## src/hdl/ttab_ram.sv

```systemverilog
// ----------------------------------------------------------------------------
// ttab_ram
// Generic single-write, single-read RAM with registered read data.
// ----------------------------------------------------------------------------
`default_nettype none

module ttab_ram #(
    parameter int WIDTH = 8,
    parameter int DEPTH = 16
) (
    input  wire logic                     i_clk,
    input  wire logic                     i_we,
    input  wire logic [$clog2(DEPTH)-1:0] i_waddr,
    input  wire logic [WIDTH-1:0]         i_wdata,
    input  wire logic                     i_re,
    input  wire logic [$clog2(DEPTH)-1:0] i_raddr,
    output logic      [WIDTH-1:0]         o_rdata
);

    logic [WIDTH-1:0] r_mem [DEPTH];
    logic [WIDTH-1:0] r_rdata;

    always_ff @(posedge i_clk) begin
        if (i_we) begin
            r_mem[i_waddr] <= i_wdata;
        end
        if (i_re) begin
            r_rdata <= r_mem[i_raddr];
        end
    end

    assign o_rdata = r_rdata;

endmodule

`default_nettype wire

```

## config.mk

```make
export PLATFORM = sky130hd
export DESIGN_NAME = ttab_ram
export DESIGN_NICKNAME = d
export VERILOG_FILES = /design/src/hdl/ttab_ram.sv
export SDC_FILE = /design/constraint.sdc
export NUM_CORES = 1
export LEC_CHECK = 0
export BUFFER_PORTS_ARGS = -buffer_cell sky130_fd_sc_hd__buf_2
export CAP_MARGIN = 20
export CORE_MARGIN = 2
export CORE_UTILIZATION = 55
export DETAILED_ROUTE_END_ITERATION = 10
export PLACE_DENSITY_LB_ADDON = 0.3
export SYNTH_ARGS = -nofsm -noshare
export SYNTH_HDL_FRONTEND = slang
export SYNTH_SLANG_ARGS = --single-unit
```

## constraint.sdc

```tcl
create_clock -name i_clk -period 1.88 [get_ports i_clk]
set_input_delay 0.188 -clock i_clk [delete_from_list [all_inputs] [get_ports i_clk]]
set_output_delay 0.188 -clock i_clk [all_outputs]
set_load 0.02 [all_outputs]
```

-- Yosys cells after proc, flatten, opt, wreduce, memory -nomap -nowiden
Memories as Yosys holds them, arrays and structs flattened. A register that Yosys moved wholly into a read port is not among the register bits.
Cells that the tools add are included.
- bits in registers: 0
- bits in latches: 0
- bits in writable memories: 128
- memory bits (read-only): 0
- input bits: 19
- output and inout bits: 8
- word-level logic and storage cells: 3
- memories kept: 1
- memories (memory ; depth ; bits a word ; rd ports ; clocked after memory_dff ; write ports ; line ; RTL):
    r_mem ; 16 ; 8 ; 1 ; 1 ; 1 ; 20 ; logic [WIDTH-1:0] r_mem [DEPTH];
- $add $sub $neg: 0
- multipliers: 0
- divide/modulo/power cells: 0
- order comparisons: 0
- eq/ne operators: 0
- shifts and indexed selects: 0
- multiplexer cells: 2
- bitwise operators: 0
- reduce and logical (&&, ||, !) cells: 0
- operator list (kind ; number):
    $mux 1 ; 2

-- Longest topological paths before layout
Gate-level depths: netlist of run 1.
- word-level depth: 2
- gate-level depth with buffers: 5
- mapped depth without buffers: 3

-- Least setup slack after synthesis of run 1
No wires, ideal clock.
- kind: input to register
- from: input i_waddr[2]
- to: memory r_mem[0][0], enable pin
- setup time: 383 ps
- arrival time: 1298 ps
- data required time: 1497 ps
- path slack: 199 ps
- stages on the path: 2
- buffers on the path: 0
- cells stage by stage: or3b_2 > nor3_1
- RTL lines (what ; line ; RTL):
    start: declaration ; 13 ; input wire logic [$clog2(DEPTH)-1:0] i_waddr,
    end: declaration ; 20 ;
No word-level cell before the write port.

==> results.cfg, run 1 <==
[run_status]
status = completed

[sta]
timing_hold_violations_final = 0
max_slew_margin_pct = 71.6
period_minus_slack_ps = 1600
tightestPinTransition_ps = 426
slew_violations = 0
min_period_over_period_pct = 85.4
rsz0062_at_grt = no
clock-skew-final_ps = 6.96
max_freq_mhz = 623
setup_violations = 0
fin_tns_setup_ps = 0

[critical_path]
r2r-start = r_mem[1][5]$_DFFE_PP_
arrival_ps = 1860
worst_r2r_endpoint = o_rdata[5]$_DFFE_PP_
end_kind = flop
reg2reg_depth = 3
critPathRequiredTime_ps = 2130
start_kind = flop
critical_path_class = flop to flop
r2r_slack_ps = 280
crit_fanout = 1

[layout]
register_area_sq_um = 4080
antenna_cells = 0
final_cell_mix = 136 x edfxtp_1, 26 x buf_2, 21 x buf_4
layout_commonest_cell = edfxtp_1
fin_util_pct = 68.1
syn_to_final_growth_pct = 20.4
layout.nets = 306
drive_gt1_share_pct = 33.0
nFillCells = 563
multi_input_area_sq_um = 1060

[synthesis]
syn_nets = 248
ys_seq_area_share_pct = 78.1
synth_cells = 229
syn_area_sq_um = 5230
synth_warnings = 0
avgSynthCellArea_sq_um = 22.8
synth_cell_types = 18
ys_ff_latch = 136

[clocking]
ctsResizeCount = 0
h-tree-depth = 4
cts-root-buf = clkbuf_8
cts_sinks = 136
cts_buffers = 17
cts_tree = yes
clk_latency_ps = 510
ctsHoldBuffers = 0
clock_path_buffers = 2
post_cts_buffers = 0
clk_pin_slew_worst_paths_ps = 60

[global_route]
gr-total-overflow = 0
grt_max_degree = 22
grt_pass1_wl_microns = 15900
antenna_found_initial = 0
first_global_vias = 2622
gr-usage-all-layers_pct = 22.8

[drt]
drtIter0Drc = 263
routed-via-count = 2583
wl_per_cell_microns = 24.9
final_antenna_net_count = 0
drcViolationCount = 0
finalWirelength_microns = 10700
avgViaCountPerCell = 6.02
dr.pass1.iters = 4

[min_path]
hp-start = i_wdata[4]
whs_path_depth = 1
min_to = r_mem[6][4]$_DFFE_PP_
holdCritPathClass = input port to flop

[floorplan]
fp.dieW_microns = 101
ios = 27
core_sq_um = 9240
die_y_microns = 101
initial_core_util_pct = 56.6
dieArea_sq_um = 10300
rows = 35

[pwr]
vdd_drop_max_mv = 0.525
leakage_nw = 2.16
power_density_nw_per_um2 = 1180

[placement]
post-dp-hpwl_microns = 6330
port_buffers = 26
gp_congestion = 0.714

[flow_run]
maxCapViolCount = 0
## kinds of logic after synthesis
kind of cell / Yosys count / share of synthesized area, %
compound gates: 16 / 2.30
buf+inv: 10 / 1.65
flops: 136 / 78.1
mux: 32 / 14.8
simple gates: 35 / 3.14
## metrics by stage
stage	hold WS, ps	cell area, sq um	power, mW	instances	setup slack (ps)
final	66.8	6290	7.43	429	275
after global placement	576	5630	3.82	397	166
after CTS	47.4	6290	7.48	429	273
after floorplan	287	5230	3.68	229	199
after detailed placement	581	5630	3.83	397	58.5
after global routing	56.5	6290	7.63	429	256
## registers in the layout, summed over array words and instances (netlist names)
signal and count:
o_rdata 8, r_mem 128
## worst max-delay path by stage
stage	startpoint	to	slack (ps)	cells past startpoint
2_1_floorplan	i_waddr[2]	r_mem[0][0]$_DFFE_PP_	200	2
3_3_place_gp	i_raddr[0]	o_rdata[1]$_DFFE_PP_	170	5
3_5_place_dp	i_raddr[0]	o_rdata[1]$_DFFE_PP_	60	5
4_1_cts	r_mem[1][1]$_DFFE_PP_	o_rdata[1]$_DFFE_PP_	270	3
5_1_grt	r_mem[1][5]$_DFFE_PP_	o_rdata[5]$_DFFE_PP_	260	3
6_report	r_mem[1][5]$_DFFE_PP_	o_rdata[5]$_DFFE_PP_	280	3
## power by group
part	leakage (nW)	switching [mW]	internal [mW]
registers	1.24	0.0225	3.42
logic	0.603	0.197	0.139
clock network	0.320	1.22	2.44
total	2.16	1.44	5.99
## layer usage
metal | global-route usage, % | vias up | wire length (microns)
li1 | - | 1100 | -
met1 | 32.7 | 1339 | 4240
met2 | 35.0 | 136 | 5450
met3 | 6.14 | 8 | 862
met4 | 7.59 | 0 | 126
met5 | 0 | - | 0
## synthesized netlist by cell type (all sizes together)
cell type      number  area share [%]
a22oi              16             2.3
and2                1            0.12
and2b               1            0.14
buf                 7             1.1
clkdlybuf4s25       3            0.57
edfxtp            136              78
mux4               32              15
nand2               9            0.65
nand2b              2            0.24
nand3               1           0.096
nand3b              2            0.29
nor2               13            0.93
nor2b               1            0.12
nor3                4            0.38
or3b                1            0.17
## worst max-delay path, stage by stage (launching register included)
cell,delay (ps)
edfxtp_1,380
mux4_1,540
a22oi_1,340
nand2_1,90
## layout make-up
| cell class | instances | area share [%] |
|---|---|---|
| multi-input cells | 83 | 16.8 |
| clock inverters | 14 | 3.90 |
| flip-flops and latches | 136 | 64.9 |
| well taps | 129 | 2.56 |
| repair buffers | 49 | 5.21 |
| clock buffers | 18 | 6.64 |
Power figures use the tool's default switching activity.
==> inputs of run 2 (changes only) <==
--- a/config.mk
+++ b/config.mk
@@ -7,8 +7,10 @@
 export LEC_CHECK = 0
 export BUFFER_PORTS_ARGS = -buffer_cell sky130_fd_sc_hd__buf_2
 export CAP_MARGIN = 20
+export CELL_PAD_IN_SITES_DETAIL_PLACEMENT = 0
+export CELL_PAD_IN_SITES_GLOBAL_PLACEMENT = 2
 export CORE_MARGIN = 2
-export CORE_UTILIZATION = 55
+export CORE_UTILIZATION = 48
 export DETAILED_ROUTE_END_ITERATION = 10
 export PLACE_DENSITY_LB_ADDON = 0.3
 export SYNTH_ARGS = -nofsm -noshare
==> results.cfg, run 2 (synthesized netlist as in run 1, its figures left out) <==
[placement]
dp_slack_ps = 57.1
post-dp-hpwl_microns = 6310
gp_congestion = 0.728
port_buffers = 26

[global_route]
gr-total-overflow = 0
antenna_found_initial = 0
grt_max_degree = 33
gr-usage-all-layers_pct = 19.4
first_global_vias = 2477
grt_pass1_wl_microns = 15200

[drt]
drtIter0Drc = 198
wl_per_cell_microns = 23.4
routed-via-count = 2437
dr.pass1.iters = 4
final_antenna_net_count = 0
avgViaCountPerCell = 5.58
drcViolationCount = 0
finalWirelength_microns = 10200

[sta]
layout_setup_ws_ps = 321
setup_violations = 0
period_minus_slack_ps = 1560
fin_tns_setup_ps = 0
min_period_over_period_pct = 82.9
tightestPinTransition_ps = 362
max_slew_margin_pct = 75.9
rsz0062_at_grt = no
max_freq_mhz = 641
timing_hold_violations_final = 0
clock-skew-final_ps = 7.35
slew_violations = 0
hold_slack_ps = 54.0

[floorplan]
initial_core_util_pct = 48.6
dieArea_sq_um = 11700
die_y_microns = 108
rows = 38
fp.dieW_microns = 108
ios = 27
core_sq_um = 10700

[critical_path]
r2r_slack_ps = 320
critPathRequiredTime_ps = 2140
critical_path_class = flop to flop
r2r-start = r_mem[5][0]$_DFFE_PP_
arrival_ps = 1820
end_kind = flop
reg2reg_depth = 3
crit_fanout = 1
start_kind = flop
worst_r2r_endpoint = o_rdata[0]$_DFFE_PP_

[clocking]
post_cts_buffers = 0
cts_tree = yes
clk_latency_ps = 520
ctsHoldBuffers = 0
cts-root-buf = clkbuf_8
ctsResizeCount = 0
clock_path_buffers = 2
clk_pin_slew_worst_paths_ps = 60
cts_sinks = 136
h-tree-depth = 4
cts_buffers = 17

[layout]
top_register = r_mem
final_cell_mix = 136 x edfxtp_1, 26 x buf_2, 19 x buf_4
largest_register_ffs = 128
drive_gt1_share_pct = 30.0
layout.nets = 306
fin_util_pct = 57.1
antenna_cells = 0
syn_to_final_growth_pct = 17.3
layout_commonest_cell = edfxtp_1

[min_path]
min_to = o_rdata[7]$_DFFE_PP_
hp-start = i_re
holdCritPathClass = input port to flop
whs_path_depth = 1

[pwr]
power_density_nw_per_um2 = 1050
leakage_nw = 2.08
vdd_drop_max_mv = 0.484

[flow_run]
maxCapViolCount = 0

[run_status]
status = completed
run 2: cell type report:
cell class                 instances  area [sq um]
multi-input combinational         83          1060
timing repair buffer              49           353
tap                              140           175
clock buffer                      21           429
sequential                       136          4080
fill                             843          4610
clock inverter                     8          35.0
run 2: through the flow:
step,power (mW),instances,cell area (sq um)
after floorplan,3.68,229,5230
after global placement,3.84,408,5670
after detailed placement,3.85,408,5670
after CTS,6.49,437,6130
after global routing,6.65,437,6130
final,6.44,437,6130
run 2: layer usage:
layer | part of all wire (%) | vias to the layer above | global-route usage, %
met5 | 0 | - | 0
met4 | 1.0 | 0 | 6.32
met3 | 5.0 | 9 | 5.85
met2 | 48 | 70 | 29.8
met1 | 46 | 1265 | 26.9
li1 | - | 1093 | -
run 2: where the power goes:
| part | leakage [nW] | total (mW) | internal, mW | switching, mW |
|---|---|---|---|---|
| clock | 0.231 | 2.66 | 1.56 | 1.09 |
| combinational | 0.612 | 0.351 | 0.145 | 0.205 |
| sequential | 1.24 | 3.44 | 3.42 | 0.0167 |
| total | 2.08 | 6.44 | 5.13 | 1.32 |
run 2: critical path, cell delays in order (launching register included):
cell and delay (ps):
edfxtp_1 360, mux4_1 600, a22oi_1 250, nand2_1 90
run 2: worst max-delay path by stage:
stage	start	end	slack, ps	cells past startpoint
2_1_floorplan	i_waddr[2]	r_mem[0][0]$_DFFE_PP_	200	2
3_3_place_gp	i_raddr[0]	o_rdata[7]$_DFFE_PP_	50	6
3_5_place_dp	i_raddr[0]	o_rdata[7]$_DFFE_PP_	60	6
4_1_cts	r_mem[5][0]$_DFFE_PP_	o_rdata[0]$_DFFE_PP_	320	3
5_1_grt	r_mem[9][3]$_DFFE_PP_	o_rdata[3]$_DFFE_PP_	290	3
6_report	r_mem[5][0]$_DFFE_PP_	o_rdata[0]$_DFFE_PP_	320	3
==> inputs of run 3 (changes only) <==
==> constraint.sdc (replaced) <==
create_clock -name i_clk -period 1.5 [get_ports i_clk]
set_input_delay 0.15 -clock i_clk [delete_from_list [all_inputs] [get_ports i_clk]]
set_output_delay 0.15 -clock i_clk [all_outputs]
set_load 0.02 [all_outputs]
==> results.cfg, run 3 (synthesized netlist as in run 1, its figures left out) <==
[placement]
dp_slack_ps = -200
gp_congestion = 0.708
port_buffers = 26
post-dp-hpwl_microns = 6520
dpl.cell_count = 414

[layout]
top_register = r_mem
syn_to_final_growth_pct = 19.2
layout.nets = 313
antenna_cells = 0
drive_gt1_share_pct = 33.1
fin_util_pct = 58.0
final_cell_mix = 136 x edfxtp_1, 26 x buf_2, 26 x buf_4
largest_register_ffs = 128
layout_commonest_cell = edfxtp_1
fin_cells = 445

[drt]
routed-via-count = 2449
dr.pass1.iters = 4
finalWirelength_microns = 10100
avgViaCountPerCell = 5.50
final_antenna_net_count = 0
wl_per_cell_microns = 22.7
drcViolationCount = 0
drtIter0Drc = 151

[pwr]
power_density_nw_per_um2 = 1320
vdd_drop_max_mv = 0.541
fin_total_pwr_mw = 8.24
leakage_nw = 2.11

[clocking]
cts_tree = yes
cts_buffers = 17
clock_path_buffers = 2
post_cts_buffers = 0
cts-root-buf = clkbuf_8
cts_sinks = 136
clk_pin_slew_worst_paths_ps = 50
clk_latency_ps = 510
h-tree-depth = 4

[critical_path]
start_kind = flop
crit_family = multiplexers
crit_buf_inv = 0
crit_chain = mux4_1, a22oi_1, nand2_1
arrival_ps = 1720
critPathRequiredTime_ps = 1760
crit_fanout = 1
cp_slowest_stage_delay_ps = 550
slowest_stage = mux4_1
critical_path_class = flop to flop
end_kind = flop

[sta]
timing_hold_violations_final = 0
period_minus_slack_ps = 1470
layout_setup_ws_ps = 31.7
min_period_over_period_pct = 97.9
max_freq_mhz = 681
max_slew_margin_pct = 40.7
setup_violations = 0
tightestPinTransition_ps = 888
slew_violations = 0
clock-skew-final_ps = 7.81
hold_slack_ps = 25.4
rsz0062_at_grt = no

[global_route]
grt_max_degree = 19
first_global_vias = 2533
gr-usage-all-layers_pct = 19.0
antenna_found_initial = 0
gr-total-overflow = 0
grt_pass1_wl_microns = 15200

[floorplan]
dieArea_sq_um = 11700
ios = 27
initial_core_util_pct = 48.6
die_y_microns = 108
rows = 38
fp.dieW_microns = 108
core_sq_um = 10700

[run_status]
status = completed

[min_path]
holdCritPathClass = input port to flop

[flow_run]
maxCapViolCount = 0
-- run 3: path summary, 6_finish.rpt --
kind	startpoint	to	slack, ps	cells after the start
hold reg to reg	r_mem[14][7]$_DFFE_PP_	o_rdata[7]$_DFFE_PP_	750	3
setup reg to reg	r_mem[0][5]$_DFFE_PP_	o_rdata[5]$_DFFE_PP_	30	3
setup / recovery	r_mem[0][5]$_DFFE_PP_	o_rdata[5]$_DFFE_PP_	30	3
hold / removal	i_wdata[1]	r_mem[11][1]$_DFFE_PP_	30	1
-- run 3: per-stage QoR --
| stage | setup TNS, ps | area [sq um] |
|---|---|---|
| final | 0 | 6230 |
| after CTS | 0 | 6210 |
| after floorplan | 0 | 5230 |
| after global placement | -1260 | 5710 |
| after global routing | 0 | 6230 |
| after detailed placement | -1290 | 5710 |
-- run 3: repair_timing --
item | CTS | global route
setup endpoints to repair | 1 | 4
resized for setup | 1 | 5
hold endpoints to repair | 2 | 0
hold buffers | 1 | 0
-- run 3: layer usage --
layer	wire length, microns	GRT usage (%)	share of wire (%)
met1	4500	26.6	44
met2	4970	29.1	49
met3	560	5.06	5.5
met4	80	6.87	0.79
met5	0	0	0
-- run 3: power breakdown --
group          leakage (nW)  internal [mW]  switching, mW  total (mW)
clock network         0.240           2.14           1.34        3.49
registers              1.24           4.29         0.0224        4.31
logic                 0.639          0.194          0.257       0.451
-- run 3: cell type report --
type / instances / area, sq um
repair buffers: 56 / 395
clock inverters: 7 / 55.1
well taps: 140 / 175
fillers: 832 / 4520
flip-flops and latches: 136 / 4080
clock buffers: 23 / 437
multi-input cells: 83 / 1080
