## src/hdl/ttab_pkg.sv

```systemverilog
// ----------------------------------------------------------------------------
// ttab_pkg
// Shared types and constants for the direct-mapped transposition table.
// ----------------------------------------------------------------------------
`default_nettype none

package ttab_pkg;

    // Payload field widths
    localparam int HASH_W  = 64;
    localparam int MOVE_W  = 32;
    localparam int DEPTH_W = 6;

    // Configuration register
    localparam int        CFG_W       = 13;
    localparam logic [CFG_W-1:0] CFG_ENTRIES_RST = 13'd4096;
    localparam int        APB_DATA_W  = 32;
    localparam int        APB_ADDR_W  = 3;
    localparam logic      REG_ENTRIES = 1'b0;   // word index of entries_in_use

    // Request codes
    localparam logic REQ_STORE = 1'b0;
    localparam logic REQ_PROBE = 1'b1;

    // Parameter defaults
    localparam int TABLE_ENTRIES_DEF = 4096;
    localparam int MOVE_BITS_DEF     = 32;
    localparam int DEPTH_LIMIT_DEF   = 63;

    // Remainder unit iteration counter
    localparam int REM_CNT_W = $clog2(HASH_W + 1);

    typedef enum logic [2:0] {
        S_CLEAR,
        S_IDLE,
        S_DIV,
        S_LOOK,
        S_DONE
    } t_state;

endpackage

`default_nettype wire

```

## src/hdl/ttab_rem.sv

```systemverilog
// ----------------------------------------------------------------------------
// ttab_rem
// Radix-2 restoring remainder unit: one dividend bit per cycle.
// ----------------------------------------------------------------------------
`default_nettype none

module ttab_rem #(
    parameter int MOD_W = 13
) (
    input  wire logic                       i_clk,
    input  wire logic                       i_rst_n,
    input  wire logic                       i_start,
    input  wire logic [ttab_pkg::HASH_W-1:0] i_dividend,
    input  wire logic [MOD_W-1:0]           i_modulus,
    output logic                            o_done,
    output logic      [MOD_W-2:0]           o_rem
);
    import ttab_pkg::*;

    logic [REM_CNT_W-1:0] r_cnt;
    logic [REM_CNT_W-1:0] n_cnt;
    logic                 r_done;
    logic                 n_done;
    logic [HASH_W-1:0]    r_dvd;
    logic [HASH_W-1:0]    n_dvd;
    logic [MOD_W-2:0]     r_rem;
    logic [MOD_W-2:0]     n_rem;
    logic [MOD_W-1:0]     shifted;

    // remainder stays below the modulus, so one compare-subtract per bit
    assign shifted = {r_rem, r_dvd[HASH_W-1]};

    always_comb begin
        n_cnt  = r_cnt;
        n_done = 1'b0;
        n_dvd  = r_dvd;
        n_rem  = r_rem;
        if (i_start) begin
            n_cnt = REM_CNT_W'(HASH_W);
            n_dvd = i_dividend;
            n_rem = '0;
        end else if (r_cnt != '0) begin
            n_cnt = r_cnt - 1'b1;
            n_dvd = {r_dvd[HASH_W-2:0], 1'b0};
            if (shifted >= i_modulus) begin
                n_rem = (MOD_W-1)'(shifted - i_modulus);
            end else begin
                n_rem = shifted[MOD_W-2:0];
            end
            n_done = (r_cnt == REM_CNT_W'(1));
        end
    end

    always_ff @(posedge i_clk) begin
        if (!i_rst_n) begin
            r_cnt  <= '0;
            r_done <= 1'b0;
        end else begin
            r_cnt  <= n_cnt;
            r_done <= n_done;
        end
        r_dvd <= n_dvd;
        r_rem <= n_rem;
    end

    assign o_done = r_done;
    assign o_rem  = r_rem;

endmodule

`default_nettype wire

```

## config.mk

```make
export PLATFORM = sky130hd
export DESIGN_NAME = ttab_rem
export DESIGN_NICKNAME = d
export VERILOG_FILES = /design/src/hdl/ttab_pkg.sv /design/src/hdl/ttab_rem.sv
export SDC_FILE = /design/constraint.sdc
export NUM_CORES = 1
export LEC_CHECK = 0
export ABC_AREA = 1
export BUFFER_PORTS_ARGS = -buffer_cell sky130_fd_sc_hd__buf_2
export CORE_MARGIN = 5
export CORE_UTILIZATION = 50
export CTS_CLUSTER_SIZE = 24
export DETAILED_ROUTE_END_ITERATION = 6
export GPL_TIMING_DRIVEN = 0
export PLACE_DENSITY = 0.74
export SLEW_MARGIN = 25
export SYNTH_ARGS = -nofsm -noshare
export SYNTH_HDL_FRONTEND = slang
export SYNTH_SLANG_ARGS = --single-unit
export TNS_END_PERCENT = 100
```

## constraint.sdc

```tcl
create_clock -name i_clk -period 3.2 [get_ports i_clk]
set_clock_uncertainty 0.1 [all_clocks]
set_input_delay 0.16 -clock i_clk [delete_from_list [all_inputs] [get_ports i_clk]]
set_output_delay 0.16 -clock i_clk [all_outputs]
set_load 0.1 [all_outputs]
```

# Word level (Yosys, flattened, before mapping)
# Cells that the tools add are included.
# word_totals
regBits	84
input_bits	80
output_inout_bits	13
word_cells	20
# classes
n_mux	5
bitwise_logic	2
order_cmp	1
add_sub_neg	2
eq_ne	1
n_reduce_logical	4
# op_table
operator	count
two-way mux 64 bit	2
two-way mux 7 bit	2
>= comparator 13 bit	1
two-way mux 12 bit	1
subtractor 12 bit	1
== test 7 x 1 -> 1 bit (second input constant)	1
nonzero test 7 bit	1
subtractor 7 x 1 -> 7 bit (second input constant)	1
OR reduction 3 bit	1
NOT 1 bit	2
nonzero test 2 bit	1
OR reduction 2 bit	1

# Depth between registers and ports, before layout
# Gate-level depths: netlist of run 1.
# depth
depth_word	3
mapped_depth	12
mapped_depth_nobuf	12

# Least setup slack after synthesis of run 1
# No wires, ideal clock.
# synth_timing
kind	reg-to-reg
start	register r_rem[6], in the netlist o_rem[6]
end	register r_rem[4], in the netlist o_rem[4]
required_ns	2.981
n_path_buf	1
setup_slack_ns	0.632
synth_period_minus_slack_ns	2.568
setup_ns	0.119
path_stages_with_launch	11
arrival_ns	2.350
cell_sequence	dfxtp_1 -> ha_1 -> nand2_2 -> inv_2 -> nand2_2 -> nand2_2 -> a21oi_4 -> nand3_4 -> buf_12 -> nor2_2 -> o21ai_2
# synth_via
elab_chain_len	2
# synth_lines
element	line	rtl
start: declaration	ttab_rem.sv:26	logic [MOD_W-2:0] r_rem;
start signal: assignment	ttab_rem.sv:63	r_rem <= n_rem;
>= comparator 13 bit	ttab_rem.sv:45	if (shifted >= i_modulus) begin
two-way mux 12 bit	ttab_rem.sv:45	
# Every way passes these cells.
# A chain may end at the register's enable or synchronous reset.

# Worst setup path after layout of run 1
# layout_timing
start	register r_cnt[0]
end	register r_dvd[11], enable pin
# layout_via
elab_chain_len	2
# layout_lines
element	line	rtl
start: declaration	ttab_rem.sv:20	logic [REM_CNT_W-1:0] r_cnt;
start signal: assignment	ttab_rem.sv:59	r_cnt <= n_cnt;
nonzero test 7 bit	ttab_rem.sv:42	end else if (r_cnt != '0) begin
nonzero test 2 bit (no line)	--	
end signal: assignment	ttab_rem.sv:62	r_dvd <= n_dvd;
end: declaration	ttab_rem.sv:24	logic [HASH_W-1:0] r_dvd;
# Every way passes these cells.

==> metrics, run 1 <==
die height 105 µm; Hold Crit Class primary input to flip-flop; fin. max-slew vios 0; Clk pwr share 21.5%; post-CTS setup buffer count 0; number of remaining DRC errors 0; Syn Inst Count 544; Clock Path Buffers 2; DRT Pass-1 Iters 4; 1st-iter DRT viols 190; Synth Register Bits 84; Initial Util 51.7%; Congestion Overflow GR 0; clk slew on worst S/H paths 0.09 ns; Slew @ Worst Pin 0.763 ns; I/O pin cnt 93; die width 105 µm; RePlAce Congestion 0.935; reg2reg end r_dvd[11]$_DFFE_PP_; Port-buffer cells 92; vias in the first global route 4072; fin nets 806; worst path arrival time 2.11 ns; crit path to r_dvd[11]$_DFFE_PP_; Yosys cell types 32; Top Family by Delay on Critical Path buffers and inverters; Skew-Pair Late Insertion Delay 0.34 ns; Core Box Area 8760 µm²; leakage power 3.02 nW; total clock sinks 84; placed cells 744; worst reg-to-reg path cell count 8; Layout fillers 698; GRT Total Usage 20.1%; area grow syn2layout 31.7%; Worst setup SP type flip-flop; CTS tree built; cts hold-fix bufs 61; final worst path period share 70.1%; share of layout cells above drive strength 1 21.7%; largest net degree at the start of global routing 65; Sequential Power Share 44.7%; switching pwr 0.00133 W; final WL 10800 µm; status completed; crit path max-delay cell type inv_4; post-cts gate resize count 0; Setup Viol. Count Final 0; Core Util, Final 68.1%; Hold Fails Final Rpt 0; crit end category flip-flop; min cycle time layout 2.24 ns; Synth top area share 42.4%; YS warnings 0; total negative slack 0 ns; routed vias 3995; Worst EP required 3.07 ns; cell row count 34; register area 2320 µm²; first-pass GRT wire length 18300 µm; area occupied by multi-input gates 1910 µm²; H-tree Lvls 3; Power Dens Cells 613 nW/µm²; Finished Layout Cells 823; Slew HR 49.2%; max cap viols 0; Die ar. 11100 µm²; sequential element share of the synthesized area 51.3%; Crit path largest cell delay 0.56 ns; Hold Crit Depth 3; unrepaired setup endpoints after global routing no; Cell Chain, Critical Path inv_1, ha_1, nand2_1, nor2_2, inv_2, nor2_4, buf_4, inv_4; launching point of the worst reg2reg path r_cnt[0]$_SDFFE_PP0P_; CP startpoint r_cnt[0]$_SDFFE_PP0P_; diode count 0; Area contributors post-synth edfxtp_1 (42%), nand2_1 (22%), dfxtp_1 (8.8%); area of the mapped netlist 4530 µm²; Synth area leader edfxtp_1; antenna violations before repair 0; internal cell power 0.00233 W; Mean Syn Cell Area 8.33 µm²; crit-path max FO 64; CP Class flip-flop to flip-flop; CTS Buf Count 9; worst path bufs/invs 4; Synth Net Count 640; vias per cell 4.85; FMAX 446 MHz; switching share of power 36.3%; r2r setup slk 0.96 ns; per-cell routed wire length 13.1 µm; Worst path depth 8; post-route ant nets 0; combinational share of power 33.7%; peak supply drop 314 µV; Root Driver clkbuf_8; hpwl dp 6940 µm
[routing by layer]
layer	vias to the layer above	global-route usage [%]	share of wire (%)
met5	-	0	0
met3	21	4.07	5.8
met2	113	34.9	50
met1	1810	24.8	43
li1	2051	-	-
met4	0	6.94	1.8
[worst min-delay path, stage by stage]
cell and delay (ns):
buf_2 0.09, nand2_1 0.05, nand2_1 0.06
[flip-flops by register name, indices dropped and copies added, names as in the netlist]
name and flops:
r_dvd 64, o_rem 12, r_cnt 7, o_done 1
[worst min-delay path by stage]
stage                    from                    end  slack [ns]
6_report       i_dividend[12]    r_dvd[12]$_DFFE_PP_        0.03
3_3_place_gp          i_rst_n  r_cnt[6]$_SDFFE_PN0P_        0.31
5_1_grt        i_dividend[12]    r_dvd[12]$_DFFE_PP_        0.02
2_1_floorplan         i_rst_n  r_cnt[6]$_SDFFE_PN0P_        0.19
3_5_place_dp          i_rst_n  r_cnt[6]$_SDFFE_PN0P_        0.32
4_1_cts         i_dividend[5]     r_dvd[5]$_DFFE_PP_       0.005
[synthesized netlist by cell type, drive strengths merged]
cell type  count
ha            15
dfxtp         20
inv           56
and2           1
nor2          24
nand4         13
buf            3
o31ai          1
edfxtp        64
or3            1
clkbuf        13
o21ai          5
fa             1
xor2           1
or2            1
nand2        281
nor3           2
a21oi          9
xnor2          8
nand3         25
[per-stage QoR]
step	worst slack (ns)	power [W]	cell area, µm²	hold WS, ns
after floorplan	0.632	0.00256	4530	0.192
after global placement	0.607	0.00279	5130	0.312
after detailed placement	0.939	0.00283	5130	0.315
after CTS	0.922	0.00368	5950	0.00507
after global routing	0.811	0.00389	5970	0.0169
final	0.958	0.00366	5970	0.0297
[power groups by stage]
stage	Combinational, W	Clock, W	Sequential (W)
floorplan	0.000697	0	0.00186
global placement	0.00114	0	0.00165
detailed placement	0.00117	0	0.00166
CTS	0.00123	0.000806	0.00164
global route	0.00137	0.000853	0.00166
finish	0.00124	0.000787	0.00164
[area by class of cell]
type                       instances  area share (%)
sequential                        84            38.9
multi-input combinational        388            32.1
timing repair buffer             155            18.3
inverter                          56            3.57
clock buffer                      13            2.68
tap                              108            2.27
buffer                            16            1.41
clock inverter                     3           0.776
[cell usage in the layout, fill, tap and decap left out, types with 12 or more instances in the layout]
cell and count:
nand2_1 267, buf_2 92, edfxtp_1 64, dlygate4sd3_1 63
inv_1 48, dfxtp_1 20, nor2_1 16, clkbuf_1 16
ha_1 15, nand2_2 13, nand3_1 13, nand4_1 12
[cells by family after synthesis]
kind of cell	after synthesis	share of synthesized area (%)
and+or+nand+nor	348	33.9
buffers and inverters	72	6.49
adders and majority gates	16	4.58
xor gates and xnor gates	9	1.74
DFF	84	51.3
AOI/OAI and AO/OA	15	2.04
No activity file was read; power rests on OpenSTA's default activity.
==> run 2, diff against run 1 <==
Settings changed: PLACE_DENSITY 0.74 to 0.77.
Clock period 3.2 ns to 2 ns, I/O delays scaled along.
==> metrics, run 2 (synthesis results as in run 1) <==
status completed; clk slew on worst S/H paths 0.10 ns; commonest non-fill, non-tap cell in the layout nand2_1; switching share of power 38.7%; RePlAce Congestion 0.905; die width 105 µm; switching pwr 0.00236 W; Setup Viol. Count Final 0; internal cell power 0.00373 W; Root Driver clkbuf_8; placed cell areas 5170 µm²; DRT Pass-1 Iters 6; min-delay src i_modulus[0]; combinational share of power 36.2%; fin nets 818; Hold Fails Final Rpt 0; Worst setup SP type flip-flop; Congestion Overflow GR 0; H-tree Lvls 3; 1st-iter DRT viols 212; Clk pwr share 20.3%; antenna violations before repair 0; Largest Register r_dvd; GRT Total Usage 21.5%; commonest cells after routing, fill and taps aside nand2_1 (265), buf_2 (92), dlygate4sd3_1 (66); busiest grt layer met2; launching point of the worst reg2reg path o_rem[7]$_SDFFE_PP0P_; min cycle time layout 1.95 ns; Sequential Power Share 43.6%; final worst path period share 97.5%; vias per cell 5.05; r2r setup slk 0.05 ns; final instance area 6270 µm²; Hold Crit Depth 5; Clock Path Buffers 2; routing usage on met1 25.2%; Slew @ Worst Pin 0.535 ns; hpwl dp 7160 µm; worst path arrival time 2.11 ns; GR Util met2 38.1%; CTS Buf Count 9; share of layout cells above drive strength 1 27.1%; crit end category flip-flop; met3 Track Usage GR 5.61%; routed vias 4216; peak supply drop 441 µV; post-route ant nets 0; Skew-Pair Late Insertion Delay 0.36 ns; first-pass GRT wire length 19300 µm; Slew HR 64.4%; vias in the first global route 4287; Worst EP required 2.16 ns; die height 105 µm; worst setup margin 0.0494 ns; Crit path largest cell delay 0.37 ns; number of remaining DRC errors 0; Power Dens Cells 970 nW/µm²; unrepaired setup endpoints after global routing yes; largest net degree at the start of global routing 65; CP Class flip-flop to flip-flop; area grow syn2layout 38.5%; Critical Path Most Common Cell nand3_2; fin. max-slew vios 0; CTS tree built; FMAX 513 MHz; reg2reg end o_rem[9]$_SDFFE_PP0P_; per-cell routed wire length 14.4 µm; final WL 12100 µm; Core Box Area 8760 µm²; cell row count 34; max cap viols 0; Hold Crit Class primary input to flip-flop; pre-CTS setup slack -0.291 ns; crit-path max FO 10; Core Util, Final 71.6%; Pwr Total 0.00609 W; Die ar. 11100 µm²; I/O pin cnt 93; Initial Util 51.7%; diode count 0; Cell Chain, Critical Path ha_2, nand2_2, nor2_2, and2_4, nand2_4, nand3_4, buf_12, nand3_2, nand3_2, nand2_1; worst reg-to-reg path cell count 10; Port-buffer cells 92; crit path max-delay cell type ha_2; hold path endpoint o_rem[0]$_SDFFE_PP0P_; total clock sinks 84; leakage power 3.09 nW; max reg flops 64
run 2: critical path: cells and delay by family, from the launching register on:
kind                     cells  cell delay, ns
flip-flops                   1            0.36
AND/OR/NAND/NOR              8            0.87
buffers and inverters        1            0.15
adder cells (fa/ha/maj)      1            0.37
run 2: metal layers:
metal	part of all wire [%]	vias up
met1	40	1938
met4	2.0	0
met2	51	170
met3	6.8	27
li1	-	2081
met5	0	-
run 2: per-stage QoR:
| step | instances | hold WS [ns] | TNS (ns) |
|---|---|---|---|
| final | 835 | 0.0818 | 0 |
| after global routing | 835 | 0.115 | -0.0626 |
| after CTS | 830 | 0.0433 | 0 |
| after detailed placement | 744 | 0.259 | -18.69 |
| after global placement | 744 | 0.250 | -13.90 |
| after floorplan | 544 | 0.132 | -0.0260 |
run 2: timing repair:
action	in CTS	in global routing
hold endpoints to repair	70	0
setup buffers	4	5
pin swaps	3	5
setup endpoints to repair	74	74
hold buffers	66	0
gates resized for setup	5	26
run 2: area by class of cell:
| class | instances | area [µm²] |
|---|---|---|
| Inverter | 56 | 223 |
| Sequential cell | 84 | 2370 |
| Clock inverter | 7 | 80.1 |
| Tap cell | 108 | 135 |
| Multi-Input combinational cell | 388 | 2070 |
| Clock buffer | 9 | 124 |
| Fill cell | 640 | 2490 |
| Buffer | 16 | 87.6 |
| Timing Repair Buffer | 167 | 1190 |
run 2: worst max path at each step:
stage,end,slack [ns],start,cells after the start
5_1_grt,o_rem[4]$_SDFFE_PP0P_,-0.03,o_rem[6]$_SDFFE_PP0P_,11
3_3_place_gp,r_dvd[28]$_DFFE_PP_,-0.22,r_cnt[0]$_SDFFE_PP0P_,8
4_1_cts,r_dvd[37]$_DFFE_PP_,0.01,r_cnt[0]$_SDFFE_PP0P_,8
3_5_place_dp,r_dvd[29]$_DFFE_PP_,-0.29,r_cnt[0]$_SDFFE_PP0P_,8
6_report,o_rem[9]$_SDFFE_PP0P_,0.05,o_rem[7]$_SDFFE_PP0P_,10
2_1_floorplan,o_rem[4]$_SDFFE_PP0P_,-0.03,o_rem[6]$_SDFFE_PP0P_,10
run 2: power by group through the flow:
stage,clock network (W),registers (W),logic (W)
2_1_floorplan,0,0.00300,0.00112
3_3_place_gp,0,0.00266,0.00183
3_5_place_dp,0,0.00267,0.00188
4_1_cts,0.00128,0.00264,0.00202
5_1_grt,0.00134,0.00270,0.00241
6_report,0.00123,0.00265,0.00220
